--- src/sv/bdsd_pkg.sv ---
package bdsd_pkg;

  // action codes carried in the input tuser
  localparam logic [1:0] ActDisk   = 2'd0;
  localparam logic [1:0] ActNotice = 2'd1;
  localparam logic [1:0] ActEquip  = 2'd2;

  // configuration register indexes
  localparam logic [1:0] CfgMounted = 2'd0;
  localparam logic [1:0] CfgDiskC   = 2'd1;
  localparam logic [1:0] CfgDiskD   = 2'd2;

  // service function codes
  localparam logic [7:0] FnReset     = 8'h00;
  localparam logic [7:0] FnStatus    = 8'h01;
  localparam logic [7:0] FnRead      = 8'h02;
  localparam logic [7:0] FnWrite     = 8'h03;
  localparam logic [7:0] FnVerify    = 8'h04;
  localparam logic [7:0] FnFormat    = 8'h05;
  localparam logic [7:0] FnParams    = 8'h08;
  localparam logic [7:0] FnSeek      = 8'h0C;
  localparam logic [7:0] FnReady     = 8'h10;
  localparam logic [7:0] FnRecal     = 8'h11;
  localparam logic [7:0] FnDiskType  = 8'h15;
  localparam logic [7:0] FnChange    = 8'h16;
  localparam logic [7:0] FnSetType   = 8'h17;
  localparam logic [7:0] FnSetMedia  = 8'h18;

  // status codes returned in AH
  localparam logic [7:0] StOk        = 8'h00;
  localparam logic [7:0] StBadFunc   = 8'h01;
  localparam logic [7:0] StFloppy    = 8'h02;
  localparam logic [7:0] StWriteErr  = 8'h03;
  localparam logic [7:0] StHardDisk  = 8'h03;
  localparam logic [7:0] StReadErr   = 8'h04;
  localparam logic [7:0] StChanged   = 8'h06;
  localparam logic [7:0] StTimeout   = 8'h80;

  // drive codes
  localparam logic [7:0] DrvA = 8'h00;
  localparam logic [7:0] DrvB = 8'h01;
  localparam logic [7:0] DrvC = 8'h80;
  localparam logic [7:0] DrvD = 8'h81;

  // transfer kinds carried in the output tuser
  localparam logic [1:0] XferNone  = 2'd0;
  localparam logic [1:0] XferRead  = 2'd1;
  localparam logic [1:0] XferWrite = 2'd2;

  // geometry and fixed answers
  localparam logic [5:0] FloppySpt   = 6'd18;
  localparam logic [5:0] HddSpt      = 6'd63;
  localparam logic [7:0] EquipBase   = 8'h21;
  localparam logic [7:0] FloppyMaxCyl = 8'd79;
  localparam logic [7:0] HddMaxByte  = 8'hFF;
  localparam logic [7:0] FloppyBl    = 8'h04;

  localparam int unsigned NumDrives  = 4;
  localparam int unsigned SizeW      = 23;
  localparam int unsigned LbaW       = 17;
  localparam int unsigned PhysW      = 21;
  localparam int unsigned BytesW     = 17;
  localparam int unsigned InDataW    = 96;
  localparam int unsigned OutDataW   = 112;

  typedef struct packed {
    logic [1:0]  action;
    logic [7:0]  func;
    logic [7:0]  count;
    logic [7:0]  cyl_low;
    logic [7:0]  sec_cyl_high;
    logic [7:0]  head;
    logic [7:0]  drive;
    logic [7:0]  bl_in;
    logic [15:0] buf_offset;
    logic [15:0] buf_segment;
    logic        transfer_ok;
  } req_t;

  typedef struct packed {
    logic [7:0]        ret_ah;
    logic [7:0]        ret_al;
    logic [7:0]        ret_ch;
    logic [7:0]        ret_cl;
    logic [7:0]        ret_dh;
    logic [7:0]        ret_dl;
    logic [7:0]        ret_bl;
    logic              carry;
    logic [1:0]        transfer_kind;
    logic [LbaW-1:0]   lba;
    logic [PhysW-1:0]  phys_addr;
    logic [BytesW-1:0] byte_count;
  } rsp_t;

  typedef struct packed {
    logic [NumDrives-1:0] mounted_mask;
    logic [SizeW-1:0]     disk_c_sectors;
    logic [SizeW-1:0]     disk_d_sectors;
  } cfg_t;

endpackage

--- src/sv/bdsd_exec.sv ---
module bdsd_exec (
  input  bdsd_pkg::req_t   req_i,
  input  bdsd_pkg::cfg_t   cfg_i,
  input  logic [3:0]       changed_i,
  output logic [3:0]       changed_o,
  output bdsd_pkg::rsp_t   rsp_o
);

  logic       slot_vld;
  logic [1:0] slot;
  logic       hdd;
  logic       mounted;
  logic       chg;
  logic [1:0] nf;
  logic [1:0] nh;
  logic [9:0] cyl;
  logic [5:0] sec;
  logic [5:0] sec_off;
  logic [11:0] base;
  logic [5:0]  spt;
  logic [17:0] lba_full;
  logic [bdsd_pkg::SizeW-1:0] secs;

  always_comb begin
    slot_vld = 1'b1;
    slot     = 2'd0;
    unique case (req_i.drive)
      bdsd_pkg::DrvA: slot = 2'd0;
      bdsd_pkg::DrvB: slot = 2'd1;
      bdsd_pkg::DrvC: slot = 2'd2;
      bdsd_pkg::DrvD: slot = 2'd3;
      default:        slot_vld = 1'b0;
    endcase
  end

  assign hdd     = slot[1];
  assign mounted = slot_vld & cfg_i.mounted_mask[slot];
  assign chg     = slot_vld & changed_i[slot];
  assign nf      = 2'd1 + {1'b0, cfg_i.mounted_mask[1]};
  assign nh      = {1'b0, cfg_i.mounted_mask[2]} + {1'b0, cfg_i.mounted_mask[3]};
  assign secs    = (slot == 2'd2) ? cfg_i.disk_c_sectors : cfg_i.disk_d_sectors;

  // chs to lba: floppy 2 heads x 18 sectors, hard disk 1 head x 63 sectors
  assign cyl      = {req_i.sec_cyl_high[7:6], req_i.cyl_low};
  assign sec      = req_i.sec_cyl_high[5:0];
  assign sec_off  = (sec == 6'd0) ? 6'd0 : sec - 6'd1;
  assign base     = hdd ? (12'(cyl) + 12'(req_i.head))
                        : ({1'b0, cyl, 1'b0} + 12'(req_i.head));
  assign spt      = hdd ? bdsd_pkg::HddSpt : bdsd_pkg::FloppySpt;
  assign lba_full = 18'(base * spt) + 18'(sec_off);

  always_comb begin
    changed_o           = changed_i;
    rsp_o.ret_ah        = req_i.func;
    rsp_o.ret_al        = req_i.count;
    rsp_o.ret_ch        = req_i.cyl_low;
    rsp_o.ret_cl        = req_i.sec_cyl_high;
    rsp_o.ret_dh        = req_i.head;
    rsp_o.ret_dl        = req_i.drive;
    rsp_o.ret_bl        = req_i.bl_in;
    rsp_o.carry         = 1'b0;
    rsp_o.transfer_kind = bdsd_pkg::XferNone;
    rsp_o.lba           = '0;
    rsp_o.phys_addr     = '0;
    rsp_o.byte_count    = '0;

    case (req_i.action)
      bdsd_pkg::ActNotice: begin
        if (slot_vld) changed_o[slot] = 1'b1;
      end
      bdsd_pkg::ActEquip: begin
        rsp_o.ret_al = bdsd_pkg::EquipBase | {1'b0, cfg_i.mounted_mask[1], 6'd0};
        rsp_o.ret_ah = bdsd_pkg::StOk;
      end
      bdsd_pkg::ActDisk: begin
        case (req_i.func) inside
          bdsd_pkg::FnReset, bdsd_pkg::FnSeek, bdsd_pkg::FnReady, bdsd_pkg::FnRecal,
          bdsd_pkg::FnVerify, bdsd_pkg::FnFormat, bdsd_pkg::FnSetType,
          bdsd_pkg::FnSetMedia: begin
            rsp_o.ret_ah = bdsd_pkg::StOk;
          end
          bdsd_pkg::FnStatus: begin
            rsp_o.ret_al = 8'd0;
          end
          bdsd_pkg::FnRead, bdsd_pkg::FnWrite: begin
            if (!mounted) begin
              rsp_o.ret_ah = bdsd_pkg::StTimeout;
              rsp_o.carry  = 1'b1;
            end else if (chg) begin
              changed_o[slot] = 1'b0;
              rsp_o.ret_ah    = bdsd_pkg::StChanged;
              rsp_o.carry     = 1'b1;
            end else begin
              rsp_o.lba           = lba_full[bdsd_pkg::LbaW-1:0];
              rsp_o.phys_addr     = {1'b0, req_i.buf_segment, 4'd0}
                                    + bdsd_pkg::PhysW'(req_i.buf_offset);
              rsp_o.byte_count    = {req_i.count, 9'd0};
              rsp_o.transfer_kind = (req_i.func == bdsd_pkg::FnRead) ? bdsd_pkg::XferRead
                                                                    : bdsd_pkg::XferWrite;
              if (req_i.transfer_ok) begin
                rsp_o.ret_ah = bdsd_pkg::StOk;
              end else begin
                rsp_o.ret_al = 8'd0;
                rsp_o.ret_ah = (req_i.func == bdsd_pkg::FnRead) ? bdsd_pkg::StReadErr
                                                                : bdsd_pkg::StWriteErr;
                rsp_o.carry  = 1'b1;
              end
            end
          end
          bdsd_pkg::FnParams: begin
            if (!slot_vld) begin
              rsp_o.ret_ah = bdsd_pkg::StBadFunc;
              rsp_o.carry  = 1'b1;
            end else begin
              rsp_o.ret_ah = bdsd_pkg::StOk;
              if (hdd) begin
                rsp_o.ret_ch = bdsd_pkg::HddMaxByte;
                rsp_o.ret_cl = bdsd_pkg::HddMaxByte;
                rsp_o.ret_dh = 8'd0;
                rsp_o.ret_dl = {6'd0, nh};
              end else begin
                rsp_o.ret_ch = bdsd_pkg::FloppyMaxCyl;
                rsp_o.ret_cl = 8'(bdsd_pkg::FloppySpt);
                rsp_o.ret_dh = 8'd1;
                rsp_o.ret_dl = {6'd0, nf};
                rsp_o.ret_bl = bdsd_pkg::FloppyBl;
              end
            end
          end
          bdsd_pkg::FnDiskType: begin
            if (!mounted) begin
              rsp_o.ret_ah = bdsd_pkg::StOk;
            end else if (hdd) begin
              rsp_o.ret_ah = bdsd_pkg::StHardDisk;
              rsp_o.ret_ch = 8'd0;
              rsp_o.ret_cl = {1'b0, secs[22:16]};
              rsp_o.ret_dh = secs[15:8];
              rsp_o.ret_dl = secs[7:0];
            end else begin
              rsp_o.ret_ah = bdsd_pkg::StFloppy;
            end
          end
          bdsd_pkg::FnChange: begin
            if (chg) begin
              changed_o[slot] = 1'b0;
              rsp_o.ret_ah    = bdsd_pkg::StChanged;
              rsp_o.carry     = 1'b1;
            end else begin
              rsp_o.ret_ah = bdsd_pkg::StOk;
            end
          end
          default: begin
            rsp_o.ret_ah = bdsd_pkg::StBadFunc;
            rsp_o.carry  = 1'b1;
          end
        endcase
      end
      default: begin
      end
    endcase
  end

endmodule

--- src/sv/bios_disk_service_dispatch_core.sv ---
// disk-service dispatcher for pc bios style int 13h requests
// slave stream carries one request per transaction: tuser is the action
// (disk service, media-change notice, equipment query), tdata the register
// image of the call and the transfer_ok flag of the storage backend.
// master stream returns one result per request: the updated registers and
// carry in tdata, the transfer kind in tuser, plus lba, physical address
// and byte count for reads and writes.
// the config channel writes mounted_mask and the two hard disk sizes; it is
// always ready and should only be used while no request is in flight.
// the result passes an input register, the decode and chs/address math,
// then the result register. throughput is one request per cycle while
// the receiver keeps up; the media-change flags are read and updated in
// the same cycle, so back-to-back requests see each other's effects in
// order. when the receiver stalls, the result register holds and the
// input register still takes one more request before tready drops.
// reset clears the media-change flags, the config registers and both valids.
module bios_disk_service_dispatch_core (
  input  logic         clk_i,
  input  logic         rst_ni,
  // config write channel
  input  logic         cfg_valid_i,
  output logic         cfg_ready_o,
  input  logic [1:0]   cfg_index_i,
  input  logic [22:0]  cfg_data_i,
  // request stream
  input  logic         s_axis_tvalid_i,
  output logic         s_axis_tready_o,
  // func, count, cyl_low, sec_cyl_high, head, drive, bl_in, buf_offset,
  // buf_segment, transfer_ok, zero pad
  input  logic [95:0]  s_axis_tdata_i,
  // action
  input  logic [1:0]   s_axis_tuser_i,
  // result stream
  output logic         m_axis_tvalid_o,
  input  logic         m_axis_tready_i,
  // ret_ah, ret_al, ret_ch, ret_cl, ret_dh, ret_dl, ret_bl, carry, lba,
  // phys_addr, byte_count
  output logic [111:0] m_axis_tdata_o,
  // transfer_kind
  output logic [1:0]   m_axis_tuser_o
);

  bdsd_pkg::cfg_t cfg_q;
  logic [3:0]     changed_q, changed_d;
  logic           in_vld_q;
  bdsd_pkg::req_t req_q, req_d;
  logic           out_vld_q;
  bdsd_pkg::rsp_t rsp_q, rsp_d;
  logic           advance;
  logic           in_take;

  assign cfg_ready_o = 1'b1;

  always_ff @(posedge clk_i or negedge rst_ni) begin
    if (!rst_ni) begin
      cfg_q <= '0;
    end else if (cfg_valid_i) begin
      unique case (cfg_index_i)
        bdsd_pkg::CfgMounted: cfg_q.mounted_mask   <= cfg_data_i[3:0];
        bdsd_pkg::CfgDiskC:   cfg_q.disk_c_sectors <= cfg_data_i;
        bdsd_pkg::CfgDiskD:   cfg_q.disk_d_sectors <= cfg_data_i;
        default: ;
      endcase
    end
  end

  assign advance         = in_vld_q && (!out_vld_q || m_axis_tready_i);
  assign s_axis_tready_o = !in_vld_q || advance;
  assign in_take         = s_axis_tvalid_i && s_axis_tready_o;

  always_comb begin
    req_d.action       = s_axis_tuser_i;
    req_d.func         = s_axis_tdata_i[7:0];
    req_d.count        = s_axis_tdata_i[15:8];
    req_d.cyl_low      = s_axis_tdata_i[23:16];
    req_d.sec_cyl_high = s_axis_tdata_i[31:24];
    req_d.head         = s_axis_tdata_i[39:32];
    req_d.drive        = s_axis_tdata_i[47:40];
    req_d.bl_in        = s_axis_tdata_i[55:48];
    req_d.buf_offset   = s_axis_tdata_i[71:56];
    req_d.buf_segment  = s_axis_tdata_i[87:72];
    req_d.transfer_ok  = s_axis_tdata_i[88];
  end

  always_ff @(posedge clk_i or negedge rst_ni) begin
    if (!rst_ni) begin
      in_vld_q <= 1'b0;
    end else if (s_axis_tready_o) begin
      in_vld_q <= s_axis_tvalid_i;
    end
  end

  always_ff @(posedge clk_i) begin
    if (in_take) req_q <= req_d;
  end

  bdsd_exec u_exec (
    .req_i     (req_q),
    .cfg_i     (cfg_q),
    .changed_i (changed_q),
    .changed_o (changed_d),
    .rsp_o     (rsp_d)
  );

  always_ff @(posedge clk_i or negedge rst_ni) begin
    if (!rst_ni) begin
      changed_q <= '0;
      out_vld_q <= 1'b0;
    end else begin
      if (advance) changed_q <= changed_d;
      if (advance) begin
        out_vld_q <= 1'b1;
      end else if (m_axis_tready_i) begin
        out_vld_q <= 1'b0;
      end
    end
  end

  always_ff @(posedge clk_i) begin
    if (advance) rsp_q <= rsp_d;
  end

  assign m_axis_tvalid_o = out_vld_q;
  assign m_axis_tuser_o  = rsp_q.transfer_kind;
  assign m_axis_tdata_o  = {rsp_q.byte_count, rsp_q.phys_addr, rsp_q.lba, rsp_q.carry,
                            rsp_q.ret_bl, rsp_q.ret_dl, rsp_q.ret_dh, rsp_q.ret_cl,
                            rsp_q.ret_ch, rsp_q.ret_al, rsp_q.ret_ah};

endmodule

--- config.mk ---
export PLATFORM = sky130hd
export DESIGN_NAME = bios_disk_service_dispatch_core
export DESIGN_NICKNAME = d
export VERILOG_FILES = /design/src/sv/bdsd_pkg.sv /design/src/sv/bdsd_exec.sv /design/src/sv/bios_disk_service_dispatch_core.sv
export SDC_FILE = /design/constraint.sdc
export NUM_CORES = 1
export LEC_CHECK = 0
export ABC_AREA = 1
export BUFFER_PORTS_ARGS = -buffer_cell sky130_fd_sc_hd__buf_2
export CAP_MARGIN = 25
export CORE_ASPECT_RATIO = 0.75
export CORE_MARGIN = 2
export CORE_UTILIZATION = 52
export CTS_BUF_LIST = sky130_fd_sc_hd__clkbuf_16
export DETAILED_ROUTE_END_ITERATION = 10
export GPL_TIMING_DRIVEN = 1
export PLACE_DENSITY = 0.78
export SETUP_SLACK_MARGIN = 0.15
export SLEW_MARGIN = 20
export SYNTH_ARGS = -nofsm -noshare
export SYNTH_HDL_FRONTEND = slang
export SYNTH_HIERARCHICAL = 1
export SYNTH_SLANG_ARGS = --single-unit
--- constraint.sdc ---
create_clock -name clk_i -period 5.65 [get_ports clk_i]
set_clock_uncertainty 0.2 [all_clocks]
set_input_delay 0.2825 -clock clk_i [delete_from_list [all_inputs] [get_ports clk_i]]
set_output_delay 0.2825 -clock clk_i [all_outputs]
set_load 0.02 [all_outputs]
# Word-level counts from Yosys, hierarchy flattened
# Cells that the tools add are included.
[op_classes]
addsub = 7
mul = 1
div = 0
magnitude_cmp = 2
eq_ne = 28
n_shift = 0
muxes = 77
bitwise = 8
reduce_logical = 24
[op_table]
columns = ["cell", "n"]
rows = [
  ["two-way mux 57 bit", 5],
  ["two-way mux 32 bit", 8],
  ["two-way mux 8 bit", 20],
  ["two-way mux 98 bit", 1],
  ["equality test 8 x 5 -> 1 bit, second input constant", 6],
  ["two-way mux 40 bit", 1],
  ["two-way mux 4 bit", 9],
  ["case mux 16 bit (2 select lines)", 1],
  ["two-way mux 23 bit", 1],
  ["adder 20 x 16 -> 21 bit", 1],
  ["two-way mux 1 bit", 19],
  ["adder 17 x 6 -> 17 bit", 1],
  ["multiplier 12 x 6 -> 17 bit", 1],
  ["equality test 8 x 1 -> 1 bit, second input constant", 2],
  ["equality test 8 x 2 -> 1 bit, second input constant", 2],
  ["equality test 8 x 3 -> 1 bit, second input constant", 2],
  ["equality test 8 x 4 -> 1 bit, second input constant", 2],
  ["equality test 8 bit, second input constant", 2],
  ["logical NOT 8 bit", 2],
  ["OR reduction 13 bit", 1],
  ["adder 11 x 8 -> 12 bit", 1],
  ["two-way mux 12 bit", 1],
  ["two-way mux 6 bit", 2],
  ["OR reduction 12 bit", 1],
  ["35 further kinds", 55],
]
[word_totals]
register_bits = 261
latchBits = 0
ramBits = 0
mem_bits_ro = 0
inputBits = 128
out_inout_bits = 117
wordCells = 177
n_memories = 0

# Depth between registers and ports, before layout
# Gate-level depths: netlist (run 1).
[depth]
word_depth = 16
ltp_mapped = 30
ltp_nobuf = 30

# Cells and area by module
# Netlist (run 1), hierarchy kept.
[by_module_without_submodules]
columns = ["mod", "n_inst", "cells_per_inst", "area_each_um2", "seq_area_each_um2"]
rows = [
  ["bios_disk_service_dispatch_core", 1, 460, 8583.2, 7557.2],
  ["bdsd_exec", 1, 1026, 5746.8, 0.0],
]

# Worst setup path before layout (run 1)
# No wires, ideal clock.
[synth_timing]
kind = "register to register"
startpoint = "register req_q[49] (netlist bit)"
endpoint = "register rsp_q (netlist bit m_axis_tdata_o[73]), data pin"
setup_time_ns = 0.255
t_arrival_ns = 4.775
required_ns = 5.195
slack_ns = 0.421
stages_incl_launch_ff = 31
path_buffers = 0
synth_period_minus_slack_ns = 5.229
cell_sequence = "edfxtp_1 ha_1 fa_1 nand3_1 nand2_1 nand2_1 nand2_1 nand2_1 nand2_1 nand2_1 nand3_1 o21ai_0 xnor2_1 inv_1 ha_1 a21oi_1 inv_1 fa_1 inv_1 fa_1 inv_1 ha_1 ha_1 a21oi_1 o21ai_0 inv_1 nor2_1 a211oi_1 nand3_1 nand3_1 nor2_1"
[synth_between]
elab_chain_len = 4
elab_cells_between_ends = 5
classes_between = "add/sub (3); mul (1); mux (1)"
[synth_lines]
columns = ["item", "line_no", "source"]
rows = [
  ["start, declared", "bios_disk_service_dispatch_core.sv:46", "bdsd_pkg::req_t req_q, req_d;"],
  ["start signal, assigned", "bios_disk_service_dispatch_core.sv:94", "if (in_take) req_q <= req_d;"],
  ["adder 11 x 8 -> 12 bit or adder 10 x 8 -> 11 bit (tied branches)", "bdsd_exec.sv:48, bdsd_exec.sv:47", ""],
  ["two-way mux 12 bit *", "bdsd_exec.sv:47", "assign base = hdd ? (12'(cyl) + 12'(req_i.head))"],
  ["multiplier 12 x 6 -> 17 bit *", "bdsd_exec.sv:50", "assign lba_full = 18'(base * spt) + 18'(sec_off);"],
  ["adder 17 x 6 -> 17 bit *", "bdsd_exec.sv:50", ""],
  ["end signal, assigned", "bios_disk_service_dispatch_core.sv:120", "if (advance) rsp_q <= rsp_d;"],
  ["end, declared", "bios_disk_service_dispatch_core.sv:48", "bdsd_pkg::rsp_t rsp_q, rsp_d;"],
]
# Every way passes the cells marked *; elsewhere a longest branch is shown, timed or not.
# A chain may end at the register's enable or synchronous reset.

# Final worst setup path (run 1)
[layout_timing]
startpoint = "register req_q[65] (netlist bit)"
endpoint = "register rsp_q (netlist bit m_axis_tdata_o[72]), data pin"
# The elaborated chain is that of the path after synthesis.

==> run_results.csv, run 1 <==
group,metric,value,unit
clocking,cts_tree,"built",
global_route,grt_max_degree,68,
route,wirelength_met1,16500,um
logic_synthesis,synth_enable_flop_cells,205,
setup_path,critical_path_class,"reg -> reg",
route,wl_met3,4000,um
placement,gp_congestion,0.896,
global_route,antenna_found_initial,1,
power,finalPower,6.32,mW
die,dieArea,28900,um^2
min_path,holdPathStages,3,
sta,rsz0062_at_grt,"no",
sta,layout_min_cycle_time,5320,ps
setup_path,critical_path.cell_chain,"buf_4, ha_2, fa_2, nand3_2, nand2_2, nand2_1, o211ai_1, or2_2, nand3_1, nand3_1, o21ai_0, inv_1, ha_4, fa_1, fa_1, ha_1, ha_2, inv_2, nor3_2, nand3_1, a21boi_1, nor3_2",
setup_path,rr_worst_depth,22,
cells_and_area,layout_common_cells,"nand2_1, buf_2, inv_1, edfxtp_1, nor2_1",
clocking,clk_pin_slew_worst_paths,60,ps
setup_path,crit_slowest_cell,"fa_1",
setup_path,cp.required,5730,ps
logic_synthesis,yosysSeqAreaShare,52.7,%
global_route,grt_pass1_wl,61900,um
placement,port_buffers,236,
setup_path,crit_arrival,5400,ps
die,start_util,52.9,%
logic_synthesis,postSynth.asyncResetShare,21.5,%
logic_synthesis,syn_inst,1486,
logic_synthesis,ys.warnings.count,6,
route,initialDrtViolationCount,1095,
power,pwr_density_cell,340,nW/um^2
sta,fmax,0.188,GHz
global_route,grt_pass1_vias,12000,
cells_and_area,final_nets,2105,
logic_synthesis,yosys_register_bits,261,
placement,hpwl,26600,um
clocking,clockRootBuffer,"clkbuf_16",
die,die_x,196,um
flow_run,cap_violations,0,
global_route,grt_usage,27.0,%
setup_path,cpMostUsedCell,"nand3_1",
route,wire_per_inst,17.8,um
power,power.leakage,8.82,nW
status,status,"finished clean",
logic_synthesis,syn_area,14300,um^2
setup_path,cp-start-kind,"flip-flop",
logic_synthesis,postSynthAreaPerCell,9.64,um^2
logic_synthesis,synth.distinct_cells,52,
route,routed_wl,40000,um
clocking,clockBufferDepth,3,
cells_and_area,drive_above_1_share,23.2,%
logic_synthesis,ys.flop_type,"edfxtp_1",
global_route,overflow,0,
route,routed-wl-met2,18300,um
route,routed_via_density,5.47,
die,dieHeight,148,um
route,vias,12300,
sta,finalHoldViolations,0,
route,drt_pass1_iterations,6,
route,drc,0,
clocking,htreeDepth,1,
sta,tightestPinTransition,1060,ps
die,ios,245,
route,ant_nets,0,
setup_path,cp_max_fo,4,
sta,setup_viol,0,
sta,fin_crit_sh,94.2,%
sta,relSlewSlack,28.9,%
die,core,27100,um^2
clocking,clk_latency,560,ps
placement,dp.cells,2059,
sta,finalSetupTns,0,ps
power,ir_drop,0.294,mV
die,rows,52,
route,routed.top_layer,"met5",
cells_and_area,mostFrequentLayoutCell,"nand2_1",
setup_path,cpPeakStageDelay,490,ps
clocking,numCtsBuffers,28,
cells_and_area,layoutNonFillerInstCount,2246,
cells_and_area,num_antenna_cells,0,
clocking,cts_sinks,261,
min_path,hold_class,"in -> reg",
sta,drv_slew,0,
setup_path,crit_path_end_kind,"flip-flop",
cells_and_area,syn_to_final_growth,29.7,%
-- cell usage after synthesis (6+ instances only) --
| library cell | number | area (um^2) |
|---|---|---|
| dfrtp_1 | 56 | 1400 |
| nand2_1 | 353 | 1330 |
| buf_4 | 14 | 105 |
| ha_1 | 74 | 926 |
| buf_2 | 17 | 85.1 |
| inv_1 | 208 | 781 |
| nor3_2 | 11 | 110 |
| xnor2_1 | 14 | 123 |
| nor2_1 | 138 | 518 |
| nand3_1 | 77 | 385 |
| edfxtp_1 | 205 | 6160 |
| xor2_1 | 9 | 78.8 |
| o21ai_0 | 42 | 210 |
| o21bai_1 | 6 | 45.0 |
| nor3_1 | 11 | 55.1 |
| a21oi_1 | 65 | 325 |
| nand2_2 | 14 | 87.6 |
| fa_1 | 30 | 601 |
| nand4_1 | 56 | 350 |
| a22o_1 | 7 | 61.3 |
-- area by class of cell --
cell class / instances / area, um^2
clock buffer: 28 / 701
fill: 1972 / 8480
clock inverter: 24 / 253
timing repair buffer: 393 / 2660
tap: 351 / 439
multi-input combinational: 975 / 6160
inverter: 214 / 816
sequential: 261 / 7560
-- routing by layer --
metal  up-vias  track usage (%)
li1       5718                -
met5         -                0
met4         2             8.90
met1      5798             37.0
met2       664             42.6
met3       100             6.50
-- power by group --
part           switching, mW  total [mW]  internal, mW
Sequential             0.108        2.43          2.33
Combinational           1.19        1.97         0.775
Clock                  0.784        1.91          1.13
-- repair_timing --
| item | in CTS | in global routing |
|---|---|---|
| hold endpoints to repair | 203 | 0 |
| pin swaps | 0 | 26 |
| resized for setup | 7 | 93 |
| hold buffers | 119 | 0 |
| buffers inserted | 2 | 14 |
| endpoints found under the setup margin | 7 | 11 |
-- final timing paths --
kind	end	slack, ps	from
setup / recovery	m_axis_tdata_o[72]$_DFFE_PP_	330	req_q[65]$_DFFE_PP_
hold / removal	cfg_q[4]$_DFFE_PN0P_	100	cfg_index_i[1]
setup reg to reg	m_axis_tdata_o[72]$_DFFE_PP_	330	req_q[65]$_DFFE_PP_
hold reg to reg	cfg_q[44]$_DFFE_PN0P_	270	cfg_q[44]$_DFFE_PN0P_
max in group asynchronous	cfg_q[18]$_DFFE_PN0P_	4560	rst_ni
min in group asynchronous	cfg_q[29]$_DFFE_PN0P_	200	rst_ni
-- registers in the layout, summed over array words and instances, names as in the netlist --
| name | cells |
|---|---|
| req_q | 91 |
| m_axis_tdata_o | 112 |
| m_axis_tuser_o | 2 |
| in_vld_q | 1 |
| m_axis_tvalid_o | 1 |
| cfg_q | 50 |
| changed_q | 4 |
-- logic make-up (layout without fill, tap and decap cells) --
family	after synthesis	count (layout)	share of synthesized area (%)
xor+xnor	23	23	1.41
other cells	2	12	0.0524
flops	261	261	52.7
simple gates	677	677	20.9
compound gates	156	156	6.29
buf+inv	260	659	7.80
fa+ha+maj	104	104	10.7
mux	3	3	0.210
-- through the flow --
stage,instance area (um^2),hold slack [ps],util [%],worst slack [ps]
after global placement,15900,254,58.6,136
after floorplan,14400,-213,-,421
after CTS,18000,57.2,66.6,141
after detailed placement,15900,259,58.6,15.2
after global routing,18600,98.4,68.7,61.4
final,18600,104,68.7,326
-- critical path, delay by kind of cell (launching register included) --
kind                     cells  cell delay, ps
AO/OA/AOI/OAI                3             390
adder cells (fa/ha/maj)      7            2510
buffers and inverters        3             360
flip-flops                   1             440
AND/OR/NAND/NOR              9            1160
Note: power is estimated with default switching activity, not from simulation.
==> run 2: changes to the inputs <==
--- a/config.mk
+++ b/config.mk
@@ -10,11 +10,11 @@
 export CAP_MARGIN = 25
 export CORE_ASPECT_RATIO = 0.75
 export CORE_MARGIN = 2
-export CORE_UTILIZATION = 52
+export CORE_UTILIZATION = 57
 export CTS_BUF_LIST = sky130_fd_sc_hd__clkbuf_16
 export DETAILED_ROUTE_END_ITERATION = 10
 export GPL_TIMING_DRIVEN = 1
-export PLACE_DENSITY = 0.78
+export PLACE_DENSITY = 0.81
 export SETUP_SLACK_MARGIN = 0.15
 export SLEW_MARGIN = 20
 export SYNTH_ARGS = -nofsm -noshare
==> constraint.sdc (replaced) <==
create_clock -name clk_i -period 5.6 [get_ports clk_i]
set_clock_uncertainty 0.2 [all_clocks]
set_input_delay 0.28 -clock clk_i [delete_from_list [all_inputs] [get_ports clk_i]]
set_output_delay 0.28 -clock clk_i [all_outputs]
set_load 0.02 [all_outputs]
==> run 2 against run 1 <==
Non-clock buffer count up 15. Register-to-register slack lost 220 ps. Global-route usage rose by 2.3 points. Worst setup slack worse by 220 ps. First-iteration DRC count increased by 11%. Clock-buffer cell count is 2 lower. Final cell count fell by 0.22%. Worst hold slack improved by 24 ps. Power increased by 0.93%. Flip-flop and latch count is the same. Core utilization grew 6.7 points. Sequential power about the same. Highest routed layer unchanged.
==> run_results.csv, run 2 (synthesis results as in run 1) <==
group,metric,value,unit
status,status,"finished clean",
setup_path,cp-start-kind,"flip-flop",
power,finalPower,6.38,mW
placement,hpwl,25800,um
setup_path,crit_slowest_cell,"fa_1",
cells_and_area,final_util,75.4,%
setup_path,reg2reg_from,"req_q[65]$_DFFE_PP_",
cells_and_area,layoutNonFillerInstCount,2241,
setup_path,critical_path_class,"reg -> reg",
placement,dpl_cell_area,15900,um^2
sta,layout_setup_ws,110,ps
die,rows,50,
cells_and_area,num_antenna_cells,0,
die,start_util,57.7,%
placement,port_buffers,236,
setup_path,cp.required,5700,ps
setup_path,cpPeakStageDelay,550,ps
cells_and_area,final_nets,2118,
cells_and_area,layout_common_cells,"nand2_1, buf_2, edfxtp_1",
route,routed_via_density,5.53,
clocking,htreeDepth,1,
flow_run,cap_violations,0,
clocking,clk_pin_slew_worst_paths,70,ps
die,core,24800,um^2
cells_and_area,num-fill-cells,1590,
clocking,cts_sinks,261,
route,routed-wl-met2,19700,um
power,ir_drop,0.235,mV
cells_and_area,multiInputGateArea,6260,um^2
setup_path,cpMostUsedCell,"nand2_1",
placement,gp_congestion,0.918,
route,wirelength_met1,16400,um
setup_path,startpoint,"req_q[65]$_DFFE_PP_",
setup_path,cp.buffers_inverters,6,
sta,finalHoldViolations,0,
cells_and_area,largest_reg_flops,112,
placement,pre_cts_ws,59.1,ps
route,routed.top_layer,"met5",
setup_path,reg2reg_slack,110,ps
min_path,hold_class,"in -> reg",
global_route,grt_pass1_wl,61300,um
sta,fmax,0.182,GHz
cells_and_area,mostFrequentLayoutCell,"nand2_1",
global_route,grt_pass1_vias,11800,
route,vias,12400,
clocking,clockBufferDepth,3,
clocking,cts_tree,"built",
setup_path,endpoint,"m_axis_tdata_o[73]$_DFFE_PP_",
die,ios,245,
route,drt_pass1_iterations,5,
setup_path,crit_path_end_kind,"flip-flop",
sta,finalSetupTns,0,ps
route,routed_wl,41500,um
global_route,grt_max_degree,76,
global_route,antenna_found_initial,1,
sta,drv_slew,0,
setup_path,crit_family,"adder cells",
setup_path,rr_worst_depth,27,
sta,layout_min_cycle_time,5490,ps
cells_and_area,layout.area.seq,7560,um^2
route,wire_per_inst,18.5,um
clocking,clockRootBuffer,"clkbuf_16",
clocking,numCtsBuffers,26,
die,dieArea,26400,um^2
min_path,hp-start,"cfg_index_i[0]",
setup_path,cp_max_fo,3,
cells_and_area,postLayoutCellArea,18700,um^2
sta,hold-worst-slack,128,ps
power,power.leakage,8.85,nW
sta,tightestPinTransition,1020,ps
route,drc,0,
global_route,overflow,0,
die,die_x,187,um
placement,dp.cells,2049,
sta,fin_crit_sh,98.0,%
route,initialDrtViolationCount,1215,
setup_path,crit_arrival,5590,ps
route,wl_met3,4010,um
global_route,grt_usage,29.3,%
cells_and_area,syn_to_final_growth,30.7,%
cells_and_area,drive_above_1_share,24.3,%
setup_path,cp.depth,27,
sta,setup_viol,0,
clocking,clk_latency,550,ps
power,pwr_density_cell,341,nW/um^2
route,ant_nets,0,
sta,relSlewSlack,32.1,%
die,dieHeight,141,um
sta,rsz0062_at_grt,"yes",
setup_path,rr_endpoint,"m_axis_tdata_o[73]$_DFFE_PP_",
run 2: changes by cell type in the layout (fill, tap and decap cells not counted), moves of 3 or more:
cell | before | now
buf_4 | 37 | 49
ha_4 | 19 | 26
clkinv_1 | 10 | 4
ha_1 | 50 | 45
a21oi_2 | 15 | 12
a21oi_4 | 0 | 3
inv_2 | 6 | 9
run 2: timing repair:
item,CTS,global route
hold endpoints to repair,203,0
setup endpoints to repair,8,11
resized for setup,12,102
setup buffers,0,27
pin swaps,0,40
hold buffers,119,0
run 2: worst min-delay path by stage:
stage / to / slack, ps / cells after the start
4_1_cts: cfg_q[14]$_DFFE_PN0P_ / 80 / 3
3_5_place_dp: cfg_q[13]$_DFFE_PN0P_ / 260 / 2
2_1_floorplan: cfg_q[0]$_DFFE_PN0P_ / -220 / 0
6_report: cfg_q[38]$_DFFE_PN0P_ / 130 / 3
3_3_place_gp: cfg_q[36]$_DFFE_PN0P_ / 250 / 2
5_1_grt: cfg_q[17]$_DFFE_PN0P_ / 130 / 3
run 2: routing by layer:
metal	up-vias	track usage, %
li1	5727	-
met1	5877	39.6
met2	668	47.9
met3	121	6.75
met4	2	8.40
met5	-	0
run 2: power by group:
group	leakage [nW]	switching (mW)	total (mW)	internal, mW
Sequential	2.70	0.105	2.45	2.35
Clock	0.437	0.758	1.79	1.03
Combinational	5.72	1.27	2.14	0.863
Total	8.85	2.14	6.38	4.24
run 2: tightest hold or removal path: cells and delay by family:
family                 cells  cell delay (ps)
buffers and inverters      1              320
AND/OR/NAND/NOR            2              230
run 2: cell type report:
| cell class | count | area share, % |
|---|---|---|
| Multi-Input combinational cell | 975 | 33.4 |
| Clock inverter | 19 | 1.16 |
| Inverter | 214 | 4.36 |
| Timing Repair Buffer | 408 | 15.0 |
| Tap cell | 338 | 2.26 |
| Clock buffer | 26 | 3.47 |
| Sequential cell | 261 | 40.4 |
